`src/sv/tlbpt_pkg.sv`:
```
`timescale 1ns / 1ps
package tlbpt_pkg;

  localparam int OFFSET_BITS = 8;
  localparam int PAGE_COUNT  = 256;
  localparam int TLB_DEPTH   = 16;
  localparam int FRAME_COUNT = 128;

  localparam int PAGE_BITS  = $clog2(PAGE_COUNT);
  localparam int TLB_BITS   = $clog2(TLB_DEPTH);
  localparam int FRAME_BITS = $clog2(FRAME_COUNT);

  localparam int VA_W        = 16;
  localparam int PHYS_W      = 15;
  localparam int FRAME_OUT_W = 7;
  localparam int PAGE_OUT_W  = 8;
  localparam int STAMP_W     = 32;

  typedef enum logic [2:0] {
    S_IDLE,
    S_LOOKUP,
    S_PT,
    S_FSCAN,
    S_INSTALL,
    S_TSCAN,
    S_FILL
  } state_t;

  typedef struct packed {
    logic accept;
    logic lookup;
    logic pt_check;
    logic scan_init;
    logic scan_step;
    logic install;
    logic tscan_init;
    logic tscan_step;
    logic fill;
  } dp_cmd_t;

  typedef struct packed {
    logic tlb_match;
    logic pt_hit;
    logic scan_done;
    logic tscan_done;
  } dp_sts_t;

endpackage

```
`src/sv/tlbpt_ctrl.sv`:
```
`timescale 1ns / 1ps
module tlbpt_ctrl
  import tlbpt_pkg::*;
(
  input  logic    clk,
  input  logic    rst,
  input  logic    start,
  output logic    busy,
  input  dp_sts_t sts,
  output dp_cmd_t cmd
);

  state_t state, state_next;

  always_ff @(posedge clk) begin
    if (rst) begin
      state <= S_IDLE;
    end else begin
      state <= state_next;
    end
  end

  always_comb begin
    state_next = state;
    unique case (state)
      S_IDLE:    if (start) state_next = S_LOOKUP;
      S_LOOKUP:  state_next = sts.tlb_match ? S_IDLE : S_PT;
      S_PT:      state_next = sts.pt_hit ? S_TSCAN : S_FSCAN;
      S_FSCAN:   if (sts.scan_done) state_next = S_INSTALL;
      S_INSTALL: state_next = S_TSCAN;
      S_TSCAN:   if (sts.tscan_done) state_next = S_FILL;
      S_FILL:    state_next = S_IDLE;
      default:   state_next = S_IDLE;
    endcase
  end

  always_comb begin
    cmd  = '0;
    busy = (state != S_IDLE);
    unique case (state)
      S_IDLE:   cmd.accept = start;
      S_LOOKUP: cmd.lookup = 1'b1;
      S_PT: begin
        cmd.pt_check   = 1'b1;
        cmd.tscan_init = sts.pt_hit;
        cmd.scan_init  = !sts.pt_hit;
      end
      S_FSCAN:  cmd.scan_step = 1'b1;
      S_INSTALL: begin
        cmd.install    = 1'b1;
        cmd.tscan_init = 1'b1;
      end
      S_TSCAN:  cmd.tscan_step = 1'b1;
      S_FILL:   cmd.fill = 1'b1;
      default:  cmd = '0;
    endcase
  end

endmodule

```
`config.mk`:
```
export PLATFORM = sky130hd
export DESIGN_NAME = tlbpt_ctrl
export DESIGN_NICKNAME = d
export VERILOG_FILES = /design/src/sv/tlbpt_pkg.sv /design/src/sv/tlbpt_ctrl.sv
export SDC_FILE = /design/constraint.sdc
export NUM_CORES = 1
export LEC_CHECK = 0
export ABC_CLOCK_PERIOD_IN_PS = 1400
export BUFFER_PORTS_ARGS = -buffer_cell sky130_fd_sc_hd__buf_2
export CORE_AREA = 2 2 39 41
export DETAILED_ROUTE_END_ITERATION = 10
export DIE_AREA = 0 0 41 43
export PLACE_DENSITY = 0.47
export SKIP_CTS_REPAIR_TIMING = 1
export SLEW_MARGIN = 5
export SYNTH_ARGS = -nofsm -noshare
export SYNTH_HDL_FRONTEND = slang
export SYNTH_SLANG_ARGS = --single-unit
```
`constraint.sdc`:
```
create_clock -name clk -period 1.4 [get_ports clk]
set_clock_uncertainty 0.1 [all_clocks]
set_input_delay 0.14 -clock clk [delete_from_list [all_inputs] [get_ports clk]]
set_output_delay 0.14 -clock clk [all_outputs]
set_load 0.1 [all_outputs]
```
==> qor.csv <==
stage,metric,value,unit
yosys,synth_area_per_cell,8.04,um2
cts,clk_path_buf_depth,2,
layout,antenna_cells,0,
layout,syn_to_final_growth,164,%
layout,layout-drive-gt1-share,79.7,%
grt,antenna_found_initial,0,
grt,grt.total_usage,10.5,%
yosys,synthFlopType,dfxtp_1,
detailed_routing,finalWirelength,817,um
sta,setup_viol,8,
job,cap_violations,0,
die,ioPinCount,17,
yosys,yosys_warnings,0,
layout,seqCellArea,68.8,um2
sta,hold_viol_final,0,
setup_path,reg2reg_from,state[2]$_SDFFE_PP0P_,
layout,reg_top3,state (3),
layout,final_nets,67,
cts,cts_buffers,3,
detailed_routing,vias_per_cell,4.55,
setup_path,crit_required,1.16,ns
cts,clock-root-buffer,clkbuf_4,
power_and_ir_drop,leakagePower,0.289,nW
placement,dp_hpwl,616,um
sta,post-route-min-period,1.50,ns
grt,grt_max_degree,10,
grt,grt_pass1_wl,1210,um
sta,slew_headroom,81.0,%
cts,cts_sinks,3,
setup_path,crit_path_start_kind,flip-flop,
run_status,violations,negative setup slack,
detailed_routing,routed-via-count,341,
power_and_ir_drop,fin_total_pwr,0.000518,W
cts,htreeDepth,1,
grt,grt_overflow,0,
placement,place_inst,68,
setup_path,cp.arrival,1.26,ns
placement,place_area,611,um2
layout,largest_reg_flops,3,
power_and_ir_drop,swShare,40.9,%
sta,fin_ws,-0.0963,ns
yosys,yosysSeqAreaShare,22.6,%
cts,clk_latency,0.23,ns
yosys,synthArstFlopShare,0,%
die,rows,14,
yosys,synth_nets,40,
setup_path,crit_chain,buf_6 -> nor4b_4 -> buf_12,
cts,cts_tree,done,
layout,multi_input_area,253,um2
layout,design_area,701,um2
setup_path,critPathMaxFanout,5,
worst_hold_path,hp-start,rst,
power_and_ir_drop,p_clk_share,29.2,%
setup_path,critPathKind,reg -> out,
placement,gp_congestion,0.685,
power_and_ir_drop,p_comb_share,52.4,%
power_and_ir_drop,power_density,740,nW/um2
setup_path,crit_start,state[1]$_SDFFE_PP0P_,
sta,fin_hold_ws,0.0324,ns
power_and_ir_drop,intPower,0.000306,W
setup_path,end_kind,primary output,
die,core_area,1380,um2
detailed_routing,drc_errors,0,
layout,n_fill_cell,122,
setup_path,slowest_stage,dfxtp_4,
layout,regMostFlops,state,
yosys,synth_edf_count,0,
detailed_routing,ant_nets,0,
sta,fin_setup_tns,-0.318,ns
yosys,ys_types,22,
sta,fin_crit_sh,107,%
grt,grt_pass1_vias,295,
sta,fmax,0.668,GHz
yosys,synth_cells,33,
worst_hold_path,hold_path_class,in -> reg,
die,die_height,43,um
setup_path,cpPeakStageDelay,0.36,ns
die,die-area,1760,um2
placement,port_buffers,16,
sta,drv_slew,0,
yosys,synthesis.area,265,um2
cts,path_clk_slew,0.04,ns
sta,worstMarginPinSlew,0.284,ns
die,initial_core_util,19.2,%
power_and_ir_drop,seqPwrFrac,18.4,%
detailed_routing,drt_iter0_markers,6,
power_and_ir_drop,ir_worst_vdd,0.450,mV
yosys,synth-seq-cells,3,
sta,rsz0062_at_grt,true,
die,die_w,41,um
power_and_ir_drop,p_sw,0.000212,W
detailed_routing,dr.pass1.iters,4,
layout,finalNonFillerCells,75,
detailed_routing,wl_per_cell,10.9,um
run_status,status,"complete, but fails checks",
## worst paths after layout
path,endpoint,depth (start not counted),slack [ns]
worst max register to register,state[2]$_SDFFE_PP0P_,5,0.18
worst min-delay path,state[2]$_SDFFE_PP0P_,2,0.03
worst max-delay path,cmd[8],3,-0.1
worst min register to register,state[2]$_SDFFE_PP0P_,2,0.50
## per-layer routing
layer	GRT usage, %	routed length (um)
met5	0	0
met4	8.00	25
met3	5.24	69
met2	12.8	399
met1	13.5	323
## power groups by stage
stage	Combinational (W)	Sequential, W	Clock, W
global placement	0.000247	0.0000974	0
CTS	0.000247	0.0000964	0.000160
detailed placement	0.000246	0.0000978	0
finish	0.000272	0.0000952	0.000152
global route	0.000282	0.0000957	0.000170
floorplan	0.000179	0.0000947	0
## critical path: cells and delay by family, from the launching register on
kind	cells	cell delay, ns
buffers and inverters	2	0.34
DFF	1	0.36
and+or+nand+nor	1	0.31
## kinds of logic (layout without fill, tap and decap cells)
| logic type | after synthesis | after routing | share of synthesized area (%) |
|---|---|---|---|
| buffers and inverters | 5 | 31 | 13.2 |
| AOI/OAI and AO/OA | 9 | 9 | 25.9 |
| DFF | 3 | 3 | 22.6 |
| muxes | 1 | 1 | 5.66 |
| and+or+nand+nor | 15 | 15 | 32.5 |
## synthesized netlist by cell type, types with 2 or more instances
library cell	count	share of area [%]
nand2b_1	2	4.7
dfxtp_1	3	23
a21o_1	2	5.7
nor3_1	2	3.8
nor2_1	5	7.1
o21ai_1	2	3.8
buf_6	2	8.5
## through the flow
stage	utilization, %	setup slack (ns)
finish	50.6	-0.0963
detailed placement	44.1	0.0573
floorplan	-	-0.369
global route	50.6	-0.148
global placement	44.1	0.0613
CTS	46.0	-0.198
## cell type report
class,count,share of cell area [%]
flip-flops and latches,3,9.82
clock buffers,4,3.75
multi-input cells,25,36.1
inverters,2,2.14
well taps,16,2.86
repair buffers,25,45.4
## cell usage in the layout (no fill, tap or decap), types with 2 or more instances in the layout
master | synthesis | final
buf_12 | 0 | 11
buf_2 | 1 | 6
buf_4 | 0 | 6
nor2_4 | 0 | 3
clkbuf_4 | 0 | 3
nor3_4 | 0 | 2
o21ai_1 | 2 | 2
buf_6 | 2 | 2
dfxtp_4 | 0 | 2
Power figures use the tool's default switching activity.
